`src/rtl/assert_macros.svh`:
```
// Assertion macros shared by the ray/box hit test RTL.
// Included by the modules that carry concurrent assertions; no other dependencies.
`ifndef ASSERT_MACROS_SVH
`define ASSERT_MACROS_SVH

// Same-cycle implication, checked out of reset.
`define RBH_ASSERT_IMP(lbl, clk, rst_n, ante, cons, msg) \
    lbl: assert property (@(posedge clk) disable iff (!rst_n) (ante) |-> (cons)) \
        else $error(msg);

// Next-cycle implication, checked out of reset.
`define RBH_ASSERT_NXT(lbl, clk, rst_n, ante, cons, msg) \
    lbl: assert property (@(posedge clk) disable iff (!rst_n) (ante) |=> (cons)) \
        else $error(msg);

`endif

```
`src/rtl/rbh_pkg.sv`:
```
// Package for the ray/box hit test: default widths, queue status type and
// the bit layout of a classified word. No dependencies.
package rbh_pkg;

    localparam int unsigned FRAC_BITS_DEF = 16;
    localparam int unsigned WORD_BITS_DEF = 32;
    localparam int unsigned QUEUE_DEPTH   = 4;
    localparam int unsigned NUM_AXES      = 3;
    localparam int unsigned NUM_PLANES    = 6;

    // Queue status seen by both sides
    typedef struct packed {
        logic not_empty;
        logic full;
    } q_status_t;

    // Classified word layout, w = word width:
    // lo[3] (w), hi[3] (w+1), org[3] (w), dir[3] (w), |dir|[3] (w),
    // |num|[6] (w+1), clamp[6] (1)
    function automatic int unsigned off_lo(int unsigned w);
        return 0;
    endfunction

    function automatic int unsigned off_hi(int unsigned w);
        return 3 * w;
    endfunction

    function automatic int unsigned off_org(int unsigned w);
        return 6 * w + 3;
    endfunction

    function automatic int unsigned off_dir(int unsigned w);
        return 9 * w + 3;
    endfunction

    function automatic int unsigned off_adir(int unsigned w);
        return 12 * w + 3;
    endfunction

    function automatic int unsigned off_anum(int unsigned w);
        return 15 * w + 3;
    endfunction

    function automatic int unsigned off_clamp(int unsigned w);
        return 21 * w + 9;
    endfunction

    function automatic int unsigned item_bits(int unsigned w);
        return 21 * w + 15;
    endfunction

endpackage

```
`src/rtl/rbh_queue.sv`:
```
// Short flop queue between front and back; DEPTH must be a power of two.
// Uses rbh_pkg and assert_macros.svh.
module rbh_queue #(
    parameter int unsigned WIDTH = rbh_pkg::item_bits(rbh_pkg::WORD_BITS_DEF),
    parameter int unsigned DEPTH = rbh_pkg::QUEUE_DEPTH
) (
    input  logic               clk,
    input  logic               rst_n,
    input  logic               push,
    input  logic [WIDTH-1:0]   wr_data,
    input  logic               pop,
    output logic [WIDTH-1:0]   rd_data,
    output rbh_pkg::q_status_t q_status
);
    import rbh_pkg::*;
    `include "assert_macros.svh"

    localparam int unsigned AW   = (DEPTH > 1) ? $clog2(DEPTH) : 1;
    localparam int unsigned CNTW = $clog2(DEPTH + 1);

    logic [WIDTH-1:0] mem_reg [DEPTH];
    logic [AW-1:0]    wr_ptr_reg;
    logic [AW-1:0]    rd_ptr_reg;
    logic [CNTW-1:0]  cnt_reg;
    logic [CNTW-1:0]  cnt_next;

    assign q_status.not_empty = (cnt_reg != '0);
    assign q_status.full      = (cnt_reg == CNTW'(DEPTH));
    assign rd_data            = mem_reg[rd_ptr_reg];

    // Fill count
    always_comb
    begin
        unique case ({push, pop})
            2'b10:   cnt_next = cnt_reg + 1'b1;
            2'b01:   cnt_next = cnt_reg - 1'b1;
            default: cnt_next = cnt_reg;
        endcase
    end

    always_ff @(posedge clk or negedge rst_n)
    begin
        if (!rst_n)
        begin
            wr_ptr_reg <= '0;
            rd_ptr_reg <= '0;
            cnt_reg    <= '0;
        end
        else
        begin
            cnt_reg <= cnt_next;
            if (push)
            begin
                wr_ptr_reg <= wr_ptr_reg + 1'b1;
            end
            if (pop)
            begin
                rd_ptr_reg <= rd_ptr_reg + 1'b1;
            end
        end
    end

    // Storage
    always_ff @(posedge clk)
    begin
        if (push)
        begin
            mem_reg[wr_ptr_reg] <= wr_data;
        end
    end

    `RBH_ASSERT_IMP(a_no_overflow, clk, rst_n, push, !q_status.full, "queue written while full")
    `RBH_ASSERT_IMP(a_no_underflow, clk, rst_n, pop, q_status.not_empty, "queue read while empty")
    `RBH_ASSERT_NXT(a_fill, clk, rst_n, push && !pop, q_status.not_empty, "queue lost a word")

endmodule

```
`config.mk`:
```
export PLATFORM = sky130hd
export DESIGN_NAME = rbh_queue
export DESIGN_NICKNAME = d
export VERILOG_FILES = /design/src/rtl/rbh_pkg.sv /design/src/rtl/rbh_queue.sv
export VERILOG_INCLUDE_DIRS = /design/src /design/src/rtl
export SDC_FILE = /design/constraint.sdc
export NUM_CORES = 2
export LEC_CHECK = 0
export BUFFER_PORTS_ARGS = -buffer_cell sky130_fd_sc_hd__buf_2
export CAP_MARGIN = 20
export CORE_AREA = 2 2 532 534
export CTS_CLUSTER_SIZE = 28
export DETAILED_ROUTE_END_ITERATION = 12
export DIE_AREA = 0 0 534 536
export PLACE_DENSITY = 0.51
export SYNTH_ARGS = -nofsm -noshare
export SYNTH_HDL_FRONTEND = slang
export SYNTH_SLANG_ARGS = --single-unit
```
`constraint.sdc`:
```
create_clock -name clk -period 20.3 [get_ports clk]
set_input_delay 2.03 -clock clk [delete_from_list [all_inputs] [get_ports clk]]
set_output_delay 2.03 -clock clk [all_outputs]
set_load 0.02 [all_outputs]
```
==> flow_summary.json <==
{
  "final_area_um2": 120000,
  "cp-start-kind": "flop",
  "htreeDepth": 5,
  "post_cts_buffers": 0,
  "rows": 195,
  "crit_type": "flop to primary output",
  "die_width_um": 534,
  "maxCapViolations": 0,
  "max_stage_delay_ps": 800,
  "antenna_found_initial": 259,
  "multiInputGateArea_um2": 15700,
  "ant_nets": 0,
  "syn_avg_cell_area_um2": 27.4,
  "cts_buffers": 299,
  "setup_viol": 0,
  "setup_ws_ps": 12610,
  "ys_types": 20,
  "final-hold-violation-count": 0,
  "fillers": 24334,
  "placed_area_um2": 111000,
  "tns_ps": 0,
  "port_buffers": 1379,
  "cts_hold_buf": 0,
  "internal_power_uw": 12500,
  "wl_mm": 271,
  "pre_cts_slack_ps": 13100,
  "clk_latency_ps": 870,
  "dpl.hpwl_mm": 184,
  "synth-seq-cells": 2755,
  "min_period_ps": 7690,
  "initial_core_util_pct": 35.4,
  "clock_skew_ps": 48.1,
  "routedWlPerCell_um": 29.2,
  "route.detailed.drc": 0,
  "ys.warnings.count": 0,
  "dieArea_um2": 286000,
  "cts_tree": "done",
  "ys_seq_area_share_pct": 83.2,
  "crit_slowest_cell": "buf_4",
  "grt_setup_unrepaired": "false",
  "core_area_um2": 281000,
  "grtUsageTotal_pct": 18.4,
  "pwr_density_cell_nw_per_um2": 158,
  "p_sw_share_pct": 33.9,
  "combPwrFrac_pct": 32.5,
  "nNetsFinal": 5927,
  "end_kind": "primary output",
  "cts_num_sinks": 2755,
  "p_sw_uw": 6420,
  "seqPwrFrac_pct": 40.5,
  "drive_above_1_share_pct": 46.5,
  "netlist_area_um2": 99400,
  "power_leakage_uw": 0.0401,
  "hp-class": "flop to flop",
  "firstDrtPassIters": 5,
  "arrival_ps": 5660,
  "timing.critical_path.cells": "buf_4 -> buf_4 -> buf_4 -> buf_4 -> mux4_2 -> buf_2",
  "clock_path_buffers": 4,
  "synthCells": 3625,
  "fp.dieH_um": 536,
  "num_vias": 46705,
  "slew_viol_final": 0,
  "largest_reg_flops": 2748,
  "fin_cells": 9275,
  "whs_ps": 488,
  "synth_nets": 4322,
  "ctsResizeCount": 0,
  "worst_ep_required_time_ps": 18270,
  "worstMarginPinSlew_ps": 1090,
  "dp_cells": 8672,
  "first_iter_violations": 3546,
  "grt_pass1_vias": 47775,
  "path_clk_slew_ps": 50,
  "fmax_ghz": 0.130,
  "grt_overflow": 0,
  "post-route-period-util_pct": 37.9,
  "viasPerCell": 5.04,
  "run_status": "finished, final reports clean",
  "ir_drop_mv": 0.123,
  "ios": 1380,
  "crit_path_max_fanout": 42,
  "grt_pass1_wl_mm": 375,
  "place_congestion": 0.820,
  "path_common_cell": "buf_4",
  "power.share.clock_pct": 27.0,
  "seqCellArea_um2": 82700,
  "cts-root-buf": "clkbuf_16",
  "max_slew_margin_pct": 27.2,
  "grt_max_degree": 133,
  "area_delta_synth_final_pct": 20.8
}
cell type report:
type                            instances  share of cell area (%)
Antenna cell                           82                   0.171
Clock buffer                          368                    6.51
Clock inverter                        153                    1.11
Inverter                                6                  0.0188
Multi-Input combinational cell        710                    13.1
Sequential cell                      2755                    68.9
Tap cell                             3743                    3.90
Timing Repair Buffer                 1458                    6.33
through the flow:
stage | util [%] | power (uW)
6_report | 42.7 | 18900
5_1_grt | 42.7 | 19700
4_1_cts | 42.7 | 19200
3_5_place_dp | 39.4 | 14100
3_3_place_gp | 39.4 | 14100
2_1_floorplan | - | 12500
layer usage:
| metal | up-vias | part of all wire, % | GRT usage (%) |
|---|---|---|---|
| li1 | 19244 | - | - |
| met1 | 24605 | 36 | 21.8 |
| met2 | 1985 | 48 | 30.4 |
| met3 | 733 | 12 | 8.46 |
| met4 | 138 | 3.0 | 4.82 |
| met5 | - | 0.33 | 0 |
power groups by stage:
stage | Combinational (uW) | Clock, uW | Sequential, uW
after detailed placement | 6280 | 0 | 7790
final | 6140 | 5110 | 7660
after CTS | 6300 | 5250 | 7680
after global routing | 6490 | 5460 | 7740
after floorplan | 3920 | 0 | 8560
after global placement | 6300 | 0 | 7750
cells by family after synthesis:
logic type / Yosys count / synth area share, %
XOR/XNOR: 6 / 0.0529
AO/OA/AOI/OAI: 1 / 0.00503
AND/OR/NAND/NOR: 9 / 0.0491
adder cells (fa/ha/maj): 6 / 0.0831
flip-flops: 2755 / 83.2
buffers and inverters: 160 / 0.996
multiplexers: 688 / 15.6
synthesized netlist by cell type, drive strengths merged:
cell    instances  share of area, %
edfxtp       2748                83
mux4          687                16
buf           143              0.93
clkbuf         11             0.042
dfrtp           7              0.18
inv             6             0.023
ha              5             0.063
and2            4             0.025
xor2            4             0.035
nand2           2            0.0076
xnor2           2             0.018
and3            1            0.0063
fa              1             0.020
mux2i           1             0.010
nor2            1            0.0038
o21ai           1            0.0050
or3             1            0.0063
critical path: cells and delay by family, from the launching register on:
family	cells	cell delay [ps]
buffers and inverters	5	3200
DFF	1	700
muxes	1	640
layout by cell type (no fill, tap or decap), drive strengths merged:
master	instances
edfxtp	2748
buf	1458
mux4	687
clkbuf	368
clkinv	119
diode	82
inv	20
bufinv	13
clkinvlp	7
dfrtp	7
ha	5
and2	4
xor2	4
xnor2	2
nand2	2
and3	1
or3	1
mux2i	1
o21ai	1
nor2	1
fa	1
worst paths after layout:
check                               from               to  slack [ps]  cells past startpoint
max                        rd_ptr_reg[0]     rd_data[154]       12610                      6
min                           cnt_reg[2]       cnt_reg[2]         490                      1
max reg2reg                wr_ptr_reg[0]  mem_reg[0][526]       14800                      8
min reg2reg                   cnt_reg[2]       cnt_reg[2]         490                      1
max in group asynchronous          rst_n    rd_ptr_reg[0]       19020                      1
min in group asynchronous          rst_n    wr_ptr_reg[1]        1020                      1
Note: power is estimated with default switching activity, not from simulation.
