### config.mk
export PLATFORM = sky130hd
export DESIGN_NAME = rbh_front
export DESIGN_NICKNAME = d
export VERILOG_FILES = /design/src/rtl/assert_macros.svh /design/src/rtl/rbh_pkg.sv /design/src/rtl/rbh_front.sv
export SDC_FILE = /design/constraint.sdc
export NUM_CORES = 2
export LEC_CHECK = 0
export BUFFER_PORTS_ARGS = -buffer_cell sky130_fd_sc_hd__buf_2
export CAP_MARGIN = 20
export CORE_AREA = 3 3 416 418
export DETAILED_ROUTE_END_ITERATION = 10
export DIE_AREA = 0 0 419 421
export PLACE_DENSITY_LB_ADDON = 0.3
export SYNTH_ARGS = -nofsm -noshare
export SYNTH_HDL_FRONTEND = slang
export SYNTH_SLANG_ARGS = --single-unit
export TNS_END_PERCENT = 5
### constraint.sdc
create_clock -name clk -period 32.2 [get_ports clk]
set_clock_uncertainty 0.2 [all_clocks]
set_input_delay 3.22 -clock clk [delete_from_list [all_inputs] [get_ports clk]]
set_output_delay 3.22 -clock clk [all_outputs]
set_load 0.03 [all_outputs]
### src/rtl/assert_macros.svh
// Assertion macros shared by the ray/box hit test RTL.
// Included by the modules that carry concurrent assertions; no other dependencies.
`ifndef ASSERT_MACROS_SVH
`define ASSERT_MACROS_SVH

// Same-cycle implication, checked out of reset.
`define RBH_ASSERT_IMP(lbl, clk, rst_n, ante, cons, msg) \
    lbl: assert property (@(posedge clk) disable iff (!rst_n) (ante) |-> (cons)) \
        else $error(msg);

// Next-cycle implication, checked out of reset.
`define RBH_ASSERT_NXT(lbl, clk, rst_n, ante, cons, msg) \
    lbl: assert property (@(posedge clk) disable iff (!rst_n) (ante) |=> (cons)) \
        else $error(msg);

`endif

### src/rtl/rbh_pkg.sv
// Package for the ray/box hit test: default widths, queue status type and
// the bit layout of a classified word. No dependencies.
package rbh_pkg;

    localparam int unsigned FRAC_BITS_DEF = 16;
    localparam int unsigned WORD_BITS_DEF = 32;
    localparam int unsigned QUEUE_DEPTH   = 4;
    localparam int unsigned NUM_AXES      = 3;
    localparam int unsigned NUM_PLANES    = 6;

    // Queue status seen by both sides
    typedef struct packed {
        logic not_empty;
        logic full;
    } q_status_t;

    // Classified word layout, w = word width:
    // lo[3] (w), hi[3] (w+1), org[3] (w), dir[3] (w), |dir|[3] (w),
    // |num|[6] (w+1), clamp[6] (1)
    function automatic int unsigned off_lo(int unsigned w);
        return 0;
    endfunction

    function automatic int unsigned off_hi(int unsigned w);
        return 3 * w;
    endfunction

    function automatic int unsigned off_org(int unsigned w);
        return 6 * w + 3;
    endfunction

    function automatic int unsigned off_dir(int unsigned w);
        return 9 * w + 3;
    endfunction

    function automatic int unsigned off_adir(int unsigned w);
        return 12 * w + 3;
    endfunction

    function automatic int unsigned off_anum(int unsigned w);
        return 15 * w + 3;
    endfunction

    function automatic int unsigned off_clamp(int unsigned w);
        return 21 * w + 9;
    endfunction

    function automatic int unsigned item_bits(int unsigned w);
        return 21 * w + 15;
    endfunction

endpackage

### src/rtl/rbh_front.sv
// Front end: accepts a box/ray word, forms box bounds, then classifies the
// six planes (offset magnitude, clamp) on the way into the queue. Uses rbh_pkg.
module rbh_front #(
    parameter int unsigned WORD_BITS = rbh_pkg::WORD_BITS_DEF
) (
    input  logic                                      clk,
    input  logic                                      rst_n,
    input  logic                                      in_valid,
    output logic                                      in_stall,
    input  logic [WORD_BITS-1:0]                      box_x,
    input  logic [WORD_BITS-1:0]                      box_y,
    input  logic [WORD_BITS-1:0]                      box_z,
    input  logic [WORD_BITS-2:0]                      box_width,
    input  logic [WORD_BITS-2:0]                      box_height,
    input  logic [WORD_BITS-2:0]                      box_depth,
    input  logic [WORD_BITS-1:0]                      origin_x,
    input  logic [WORD_BITS-1:0]                      origin_y,
    input  logic [WORD_BITS-1:0]                      origin_z,
    input  logic [WORD_BITS-1:0]                      dir_x,
    input  logic [WORD_BITS-1:0]                      dir_y,
    input  logic [WORD_BITS-1:0]                      dir_z,
    input  rbh_pkg::q_status_t                        q_status,
    output logic                                      push,
    output logic [rbh_pkg::item_bits(WORD_BITS)-1:0]  word
);
    import rbh_pkg::*;

    localparam int unsigned W  = WORD_BITS;

    localparam int unsigned OFF_LO    = off_lo(W);
    localparam int unsigned OFF_HI    = off_hi(W);
    localparam int unsigned OFF_ORG   = off_org(W);
    localparam int unsigned OFF_DIR   = off_dir(W);
    localparam int unsigned OFF_ADIR  = off_adir(W);
    localparam int unsigned OFF_ANUM  = off_anum(W);
    localparam int unsigned OFF_CLAMP = off_clamp(W);

    logic           accept;
    logic           fvld_reg;
    logic           fvld_next;
    logic [W-1:0]   lo_reg  [NUM_AXES];
    logic [W:0]     hi_reg  [NUM_AXES];
    logic [W-1:0]   org_reg [NUM_AXES];
    logic [W-1:0]   dir_reg [NUM_AXES];
    logic [W-1:0]   adir_w  [NUM_AXES];
    logic [W:0]     anum_w  [NUM_PLANES];
    logic           clamp_w [NUM_PLANES];

    // Handshake: hold the word while the queue is full
    assign in_stall  = fvld_reg && q_status.full;
    assign accept    = in_valid && !in_stall;
    assign push      = fvld_reg && !q_status.full;
    assign fvld_next = accept || (fvld_reg && q_status.full);

    always_ff @(posedge clk or negedge rst_n)
    begin
        if (!rst_n)
        begin
            fvld_reg <= 1'b0;
        end
        else
        begin
            fvld_reg <= fvld_next;
        end
    end

    // Box bounds and ray capture
    always_ff @(posedge clk)
    begin
        if (accept)
        begin
            lo_reg[0]  <= box_x;
            lo_reg[1]  <= box_y;
            lo_reg[2]  <= box_z;
            hi_reg[0]  <= {box_x[W-1], box_x} + {2'b00, box_width};
            hi_reg[1]  <= {box_y[W-1], box_y} + {2'b00, box_height};
            hi_reg[2]  <= {box_z[W-1], box_z} + {2'b00, box_depth};
            org_reg[0] <= origin_x;
            org_reg[1] <= origin_y;
            org_reg[2] <= origin_z;
            dir_reg[0] <= dir_x;
            dir_reg[1] <= dir_y;
            dir_reg[2] <= dir_z;
        end
    end

    // Direction magnitudes
    for (genvar k = 0; k < NUM_AXES; k++)
    begin : g_adir
        assign adir_w[k] = dir_reg[k][W-1] ? (W'(0) - dir_reg[k]) : dir_reg[k];
    end

    // Plane offsets: both differences in parallel, pick the positive one
    for (genvar p = 0; p < NUM_PLANES; p++)
    begin : g_plane
        localparam int unsigned K = p / 2;
        logic [W:0]   plane;
        logic [W+1:0] pl_x;
        logic [W+1:0] og_x;
        logic [W+1:0] dif;
        logic [W+1:0] rdif;
        logic         neg;

        assign plane = ((p % 2) == 0) ? {lo_reg[K][W-1], lo_reg[K]} : hi_reg[K];
        assign pl_x  = {plane[W], plane};
        assign og_x  = {{2{org_reg[K][W-1]}}, org_reg[K]};
        assign dif   = pl_x - og_x;
        assign rdif  = og_x - pl_x;
        assign neg   = dif[W+1];
        assign anum_w[p]  = neg ? rdif[W:0] : dif[W:0];
        // plane behind the ray: length goes negative, point stays at origin
        assign clamp_w[p] = (dif != '0) && (neg != dir_reg[K][W-1]);
    end

    // Pack the classified word
    always_comb
    begin
        word = '0;
        for (int k = 0; k < NUM_AXES; k++)
        begin
            word[OFF_LO   + k*W     +: W]   = lo_reg[k];
            word[OFF_HI   + k*(W+1) +: W+1] = hi_reg[k];
            word[OFF_ORG  + k*W     +: W]   = org_reg[k];
            word[OFF_DIR  + k*W     +: W]   = dir_reg[k];
            word[OFF_ADIR + k*W     +: W]   = adir_w[k];
        end
        for (int p = 0; p < NUM_PLANES; p++)
        begin
            word[OFF_ANUM + p*(W+1) +: W+1] = anum_w[p];
            word[OFF_CLAMP + p]             = clamp_w[p];
        end
    end

endmodule

==> run metrics <==
Critical Path, Cell by Cell=inv_1, ha_1, nor2b_1, a221o_1, a2111oi_1, o2111ai_1, a311oi_1, o2111ai_1, or4_1, nor4_1, nand4_1, nor4_1, nor2_1, buf_2; Total GRT Usage=roughly 21%; Yosys top cell area share=approximately 27%; number of flip-flops under the largest register name=99; flops & latches, synth=between 300 and 400; Max Slew Vio Count=0; Tmin final=approximately 11000 ps; DP HPWL=~170000 um; Nets=6777; PostCTS Resize Cnt=0; combinational share of power=roughly 52%; final cycle utilization of the critical path=between 30% and 40%; largest net degree at the start of global routing=between 60 and 70; Syn Inst Count=roughly 5000; Net Sw Frac=47.84%; Leakage=between 0.02 and 0.025 uW; Netlist cell types=95; cts bufs inserted=55; Switching Power=1266 uW; Final Hold Viols=0; CP Launch Point=lo_reg[0][10]; CTS Sinks=about 390; post-CTS setup buffers=0; commonest cells in the netlist=ha_1 (483), a21oi_1 (468), inv_1 (451); Post-Route Setup TNS=0 ps; Tightest Hold Check Type=flip-flop to flip-flop; Seq pwr share=around a quarter; Die H=421 um; Setup Viol. Count Final=0; vias=42220; Initial Util=about a quarter; Via-to-Cell Ratio=between 5 and 6; outcome=completed; PortBufs=roughly 1100; RePlAce Congestion=approximately 0.96; Ys Warns=0; # IOs=~1100; 1st-pass router iterations=6; critical path class=flip-flop to output pin; fmax=roughly 95 MHz; Synth area leaders=edfxtp_1 (27%), ha_1 (14%), xnor2_1 (6.8%); EDFF count, synth=387; sequential cell area fraction in the yosys report=between 20 and 30%; arrival time of the worst setup path=just over 7000 ps; HP Start=fvld_reg; worst path required time=roughly 29000 ps; Root Buffer Master=clkbuf_16; Post-Syn Area=0.04226 sq mm; syn nets=between 5000 and 6000; most numerous cell in the Yosys netlist=ha_1; Max clock buf depth=3; die span in x=about 420 um; slowest CP cell=a2111oi_1; share of cells above drive strength 1=21.24%; Final Util=30.40%; pwr dens=between 50 and 60 mW/mm^2; initial antenna violation count=36; core area=about 0.17 sq mm; RR Startpoint=fvld_reg; number of global-route vias before repair=~41000; clock power share=23.0%; hold buffers post-CTS=0; FP Rows=151; initial drt markers=around 3100; GRT overflow=0; worst slew pin tran=between 1000 and 1500 ps; prevailing post-synth register cell=edfxtp_1; RSZ-0062 raised after global routing=no; Post-route DRC=0; CP max stage delay=between 1000 and 1500 ps; Internal Pwr Total=between 1000 and 1500 uW; Slew headroom=a little over a fifth; asr flop ratio synth=less than 1%; area leader, netlist=edfxtp_1; area grow syn2layout=21.90%; Clock Latency Late Sink=just under 700 ps; Max Cap Viol=0; WL final=approximately 200000 um; TritonCTS clock tree=yes; Clock Pin Slew Worst Setup and Hold Paths=60 ps; WL/cell=about 24 um; crit path max fanout=16; first-pass GRT wire length=roughly 280000 um; Startpoint Class=flip-flop; H-tree Lvls=2; die area=approximately 0.18 sq mm; synthesized area per cell=about 8.5 sq um; Worst VDD drop=approximately 0.045 mV; Worst Setup End Kind=output pin; Routed Antenna Nets=0
==> cell usage in the layout (no fill, tap or decap), types with 55 or more instances in the layout <==
master	synthesis	routed
a211oi_1	60	60
a21o_1	207	207
a21oi_1	468	468
buf_2	29	1073
clkbuf_16	0	55
edfxtp_1	387	387
ha_1	483	483
inv_1	451	451
mux2i_1	72	71
nand2_1	319	319
nand2b_1	75	75
nand3_1	95	95
nor2_1	297	297
nor2b_1	66	65
nor3_1	89	89
o21a_1	56	56
o21ai_0	286	286
o21bai_1	79	79
o31ai_1	58	58
xnor2_1	329	329
xor2_1	119	119
==> kinds of logic (layout without fill, tap and decap cells) <==
| logic type | after synthesis | count (layout) | share of synthesized area (%) |
|---|---|---|---|
| compound gates | 1602 | 1602 | 25.06 |
| buf+inv | 674 | 1649 | 6.125 |
| xor+xnor | 448 | 448 | 9.284 |
| other cells | 0 | 13 | 0 |
| mux | 82 | 82 | 1.972 |
| flops | 388 | 388 | 27.56 |
| fa+ha+maj | 498 | 498 | 15.01 |
| simple gates | 1270 | 1270 | 14.99 |
==> routing by layer <==
| metal | part of all wire [%] | up-vias | track usage (%) |
|---|---|---|---|
| met3 | 6.7 | 305 | 4.170 |
| met2 | 50 | 1638 | 38.68 |
| met1 | 38 | 20340 | 24.36 |
| met5 | 0.012 | - | 0 |
| met4 | 5.2 | 4 | 9.706 |
| li1 | - | 19940 | - |
==> metrics by stage <==
stage               hold WS [ps]  setup WS, ps  std cells  total power (uW)  instance area (sq um)
global placement           482.8         22520       8054              2043                  49720
finish                     495.1         21650       8168              2646                  51520
floorplan                  622.6         10460       4962              1578                  42260
detailed placement         475.8         22510       8054              2043                  49720
CTS                        496.4         21710       8155              2673                  51480
global route               549.9         21700       8164              2789                  51510
==> power by group through the flow <==
stage | registers [uW] | clock network [uW] | logic, uW
after floorplan | 727 | 0 | 851
after global placement | 671 | 0 | 1370
after detailed placement | 671 | 0 | 1370
after CTS | 661 | 634 | 1380
after global routing | 664 | 650 | 1470
final | 660 | 608 | 1380
==> area by class of cell <==
cell class | instances | area [sq um]
antenna | 13 | 32.53
fill | 18220 | 118000
clock buffer | 63 | 1406
clock inverter | 38 | 359.1
multi-input combinational | 3900 | 28070
sequential | 388 | 11650
timing repair buffer | 1092 | 5513
inverter | 456 | 1712
tap | 2218 | 2775
==> worst max-delay path, delay by kind of cell (launching register included) <==
kind,cells,cell delay (ps)
compound gates,5,2940
simple gates,6,2130
flops,1,500
buf+inv,2,290
fa+ha+maj,1,600
==> worst paths after layout <==
path	to	slack, ps	cells past startpoint
max in group asynchronous	fvld_reg	29630	1
min in group asynchronous	fvld_reg	2090	1
setup reg to reg	dir_reg[0][6]	27840	6
setup / recovery	word[681]	21650	14
hold reg to reg	fvld_reg	500	2
hold / removal	fvld_reg	500	2
Note: power is estimated with default switching activity, not from simulation.
